## src/rtl/sws_pkg.sv

```systemverilog
// Shared widths, register indexes and divider interface types for the sliding window variance block.
package sws_pkg;

  localparam int SAMPLE_W           = 16;
  localparam int INIT_W             = 32;
  localparam int WLEN_W             = 7;
  localparam int SQ_W               = 48;
  localparam int VAR_W              = 54;
  localparam int DEV_W              = SAMPLE_W + 9;
  localparam int DIV_W              = VAR_W;
  localparam int VAR_STEPS          = DIV_W / 2;
  localparam int DIV_STEP_W         = $clog2(DIV_W / 2 + 1);
  localparam int DEFAULT_WINDOW     = 16;
  localparam int DEFAULT_MAX_WINDOW = 64;
  localparam int CFG_IDX_W          = 2;
  localparam int CFG_DATA_W         = 32;

  localparam logic [CFG_IDX_W-1:0] REG_WINDOW_LENGTH  = CFG_IDX_W'(0);
  localparam logic [CFG_IDX_W-1:0] REG_INITIAL_SQUARE = CFG_IDX_W'(1);

  typedef struct packed {
    logic                  start;
    logic [DIV_STEP_W-1:0] steps;
  } div_req_t;

  typedef struct packed {
    logic busy;
    logic done;
    logic rem_nz;
  } div_rsp_t;

endpackage

```

## src/rtl/sws_div.sv

```systemverilog
// Serial restoring divider, two quotient bits per cycle, shared by the mean and the variance.
module sws_div
  import sws_pkg::*;
#(
  parameter int DVS_W = 7
) (
  input  logic             clk_i,
  input  logic             rst_ni,
  input  div_req_t         req_i,
  input  logic [DIV_W-1:0] dividend_i,
  input  logic [DVS_W-1:0] divisor_i,
  output div_rsp_t         rsp_o,
  output logic [DIV_W-1:0] quotient_o
);

  logic [DIV_W-1:0]      quo_q;
  logic [DVS_W-1:0]      rem_q;
  logic [DVS_W-1:0]      d_q;
  logic [DIV_STEP_W-1:0] cnt_q;
  logic                  busy_q;
  logic                  done_q;

  logic [DVS_W:0]   t1, t2;
  logic [DVS_W-1:0] r1, r2;
  logic             ge1, ge2;

  // two restoring steps per cycle
  always_comb begin
    t1  = {rem_q, quo_q[DIV_W-1]};
    ge1 = t1 >= {1'b0, d_q};
    r1  = ge1 ? DVS_W'(t1 - {1'b0, d_q}) : DVS_W'(t1);
    t2  = {r1, quo_q[DIV_W-2]};
    ge2 = t2 >= {1'b0, d_q};
    r2  = ge2 ? DVS_W'(t2 - {1'b0, d_q}) : DVS_W'(t2);
  end

  always_ff @(posedge clk_i) begin
    if (req_i.start) begin
      quo_q <= dividend_i;
      rem_q <= '0;
      d_q   <= divisor_i;
    end else if (busy_q) begin
      quo_q <= {quo_q[DIV_W-3:0], ge1, ge2};
      rem_q <= r2;
    end
  end

  always_ff @(posedge clk_i or negedge rst_ni) begin
    if (!rst_ni) begin
      busy_q <= 1'b0;
      done_q <= 1'b0;
      cnt_q  <= '0;
    end else begin
      done_q <= busy_q && (cnt_q == DIV_STEP_W'(1));
      if (req_i.start) begin
        busy_q <= 1'b1;
        cnt_q  <= req_i.steps;
      end else if (busy_q) begin
        cnt_q <= cnt_q - DIV_STEP_W'(1);
        if (cnt_q == DIV_STEP_W'(1)) begin
          busy_q <= 1'b0;
        end
      end
    end
  end

  assign rsp_o.busy   = busy_q;
  assign rsp_o.done   = done_q;
  assign rsp_o.rem_nz = |rem_q;
  assign quotient_o   = quo_q;

`ifndef NO_ASSERTIONS
  a_no_restart : assert property (@(posedge clk_i) disable iff (!rst_ni)
    req_i.start |-> !busy_q)
    else $error("divider restarted while busy");
`endif

endmodule

```

## config.mk

```make
export PLATFORM = sky130hd
export DESIGN_NAME = sws_div
export DESIGN_NICKNAME = d
export VERILOG_FILES = /design/src/rtl/sws_pkg.sv /design/src/rtl/sws_div.sv
export SDC_FILE = /design/constraint.sdc
export NUM_CORES = 1
export LEC_CHECK = 0
export BUFFER_PORTS_ARGS = -buffer_cell sky130_fd_sc_hd__clkbuf_2
export CAP_MARGIN = 30
export CORE_MARGIN = 1.5
export CORE_UTILIZATION = 30
export DETAILED_ROUTE_END_ITERATION = 12
export PLACE_DENSITY = 0.6
export RECOVER_POWER = 25
export SLEW_MARGIN = 20
export SYNTH_ARGS = -nofsm -noshare
export SYNTH_HDL_FRONTEND = slang
export SYNTH_SLANG_ARGS = --single-unit
```

## constraint.sdc

```tcl
create_clock -name clk_i -period 3.6 [get_ports clk_i]
set_input_delay 0.36 -clock clk_i [delete_from_list [all_inputs] [get_ports clk_i]]
set_output_delay 0.36 -clock clk_i [all_outputs]
set_load 0.05 [all_outputs]
```

==> flow_metrics.tcl <==
set metrics [dict create \
    status "finished with violations" \
    violations "negative setup slack" \
    wl_per_cell_um 15.6 \
    synth-edff-count 61 \
    grt_max_degree 75 \
    io_pins 126 \
    hp-class "in2reg" \
    die_h_um 117 \
    antenna_found_initial 0 \
    postRouteAntennaNets 0 \
    synth_nets 384 \
    dr.pass1.iters 4 \
    synthTopCellsByArea "edfxtp_1, mux2_2, ha_1, dfrtp_1, dfxtp_1" \
    worstSetupStartpointType "register" \
    fmax_mhz 267 \
    clk_latency_ns 0.33 \
    worstPathArrival_ns 3.99 \
    cts_tree "done" \
    ys_seq_elements 75 \
    rows 41 \
    dp_hpwl_um 7340 \
    cts_num_sinks 75 \
    start_util 0.309 \
    numPortBuffers 125 \
    gp_congestion 0.955 \
    min_period_ns 3.74 \
    rsz0062_at_grt "yes" \
    crit_required_ns 3.85 \
    cts_buffers 9 \
    num-nets-final 549 \
    setup_viol 7 \
    cp_cell_sequence "inv_2 > ha_4 > inv_2 > fa_2 > a211oi_2 > o21ai_2 > a21oi_4 > buf_4 > mux2_2 > ha_4 > o21a_1 > o31a_1 > o31ai_4 > o211ai_4 > mux2_4 > a211oi_2" \
    worstMarginPinSlew_ns 0.913 \
    htreeDepth 3 \
    avgSynthCellArea_um2 13.2 \
    ys_types 51 \
    cp_max_fo 6 \
    drt-initial-drc-count 114 \
    via_per_inst 4.68 \
    ir_drop_uv 360 \
    slew_headroom 0.391 \
    synth_flop_cell "edfxtp_1" \
    grt_usage 0.145 \
    antenna_cells 0 \
    powerDensity_mw_per_mm2 831 \
    dpl_cell_area_mm2 0.00499 \
    grt_pass1_vias 3123 \
    area_growth_syn_to_layout_pct 39.6 \
    drt-total-wl_um 9950 \
    grt_pass1_wl_um 15800 \
    maxCapViolations 0 \
    most-common-layout-cells "clkbuf_2, edfxtp_1, mux2_2, buf_4, nor2_1" \
    end_kind "register" \
    slowest_stage "edfxtp_1" \
    drv_slew 0 \
    final_common_cell "clkbuf_2" \
    synth.top_cell.area_share 0.466 \
    vias 2990 \
    synth.yosys.warnings 0 \
    holdPathStages 1 \
    fin_crit_sh 1.04 \
    worstSetupPathType "reg2reg" \
    finalInstanceArea_mm2 0.00549 \
    synth_area_mm2 0.00393 \
    clockBufferDepth 2 \
    ys_seq_area_frac 0.546 \
    drc_errors 0 \
    clock_skew_ns 0.00681 \
    cts_root_buf "clkbuf_16" \
    synth_top_area_cell "edfxtp_1" \
    dieWidth_um 117 \
    drive_gt1_frac 0.563 \
    core_mm2 0.0127 \
    die_area_mm2 0.0138 \
    worstRegToRegCells 16 \
    finalHoldViolations 0 \
    postLayoutCoreUtil 0.431 \
    async_reset_ff_frac 0.0933 \
    netlist_instances 297 \
    path_clk_slew_ns 0.06 \
    critical-path-max-stage-delay_ns 0.40 \
    p_leak_nw 2.38 \
    grt_overflow 0 \
    timing.final.ws_setup_ns -0.142 \
]
## per-stage QoR
step / total power [W] / instances / hold slack [ns] / setup slack (ns) / TNS [ns]
floorplan: 0.00271 / 297 / 0.0644 / -0.395 / -1.85
global placement: 0.00333 / 610 / 0.204 / -0.0662 / -0.0873
detailed placement: 0.00336 / 610 / 0.210 / -0.152 / -0.574
CTS: 0.00439 / 635 / 0.197 / -0.0165 / -0.0165
global route: 0.00481 / 639 / 0.194 / -0.246 / -1.29
finish: 0.00456 / 639 / 0.206 / -0.142 / -0.466
## final cells by class
type                    count  area [um2]
flip-flops and latches     75        2150
multi-input cells         193        1810
clock inverters             6        65.1
fillers                  1220        7230
inverters                  18        67.6
repair buffers            165         953
clock buffers              10         229
well taps                 172         215
## cell families after synthesis
logic type	Yosys count	synth area share
AND/OR/NAND/NOR	58	0.0761
XOR/XNOR	7	0.0156
buffers and inverters	29	0.0296
AO/OA/AOI/OAI	46	0.0876
flip-flops	75	0.546
adder cells (fa/ha/maj)	18	0.0611
multiplexers	64	0.184
## Yosys cell counts, drive strengths merged, types with 2 or more instances
cell	n
a21o	3
dfrtp	7
fa	2
buf	8
ha	16
o21a	4
xor2	3
inv	18
nand4	2
mux2i	5
nor2	17
mux2	59
o31ai	2
o21ai	16
nor3	2
nand2	13
nand3	6
edfxtp	61
nor4	2
nand3b	2
dfxtp	7
nand2b	4
nor2b	4
a32o	2
a21oi	6
a211oi	3
xnor2	4
clkbuf	3
## worst max-delay path: cells and delay by family (launching register included)
family                   cells  cell delay, ns
AO/OA/AOI/OAI                8            1.56
adder cells (fa/ha/maj)      3            0.72
buffers and inverters        3            0.29
flip-flops                   1            0.40
multiplexers                 2            0.69
## final timing paths
path / from / endpoint / slack (ns)
hold / removal: divisor_i[6] / d_q[6] / 0.21
setup / recovery: quotient_o[53] / rem_q[0] / -0.14
max in group asynchronous: rst_ni / cnt_q[1] / 2.84
hold reg to reg: rem_q[2] / rem_q[2] / 0.51
setup reg to reg: quotient_o[53] / rem_q[0] / -0.14
min in group asynchronous: rst_ni / cnt_q[0] / 0.47
## state kept, by name, indices dropped and copies added, names as in the netlist
| register | cells |
|---|---|
| quotient_o | 54 |
| busy_q | 1 |
| d_q | 7 |
| cnt_q | 5 |
| done_q | 1 |
| rem_q | 7 |
## power by group
group | internal [W] | switching, W | total [W]
Clock | 0.000538 | 0.000356 | 0.000894
Combinational | 0.00114 | 0.00130 | 0.00243
Sequential | 0.00112 | 0.000112 | 0.00123
## metal layers
layer | up-vias | global-route usage | routed length [um]
met1 | 1416 | 0.172 | 4080
met3 | 23 | 0.0591 | 871
met4 | 0 | 0.0625 | 248
met2 | 108 | 0.232 | 4750
li1 | 1443 | - | -
met5 | - | 0 | 0
## timing repair
item | 4_1_cts | 5_1_grt
hold endpoints to repair | 7 | 0
pin swaps | 10 | 14
gates resized for setup | 6 | 16
setup endpoints to repair | 8 | 8
setup buffers | 8 | 4
cloned | 0 | 0
hold buffers | 1 | 0
Note: power is estimated with default switching activity, not from simulation.
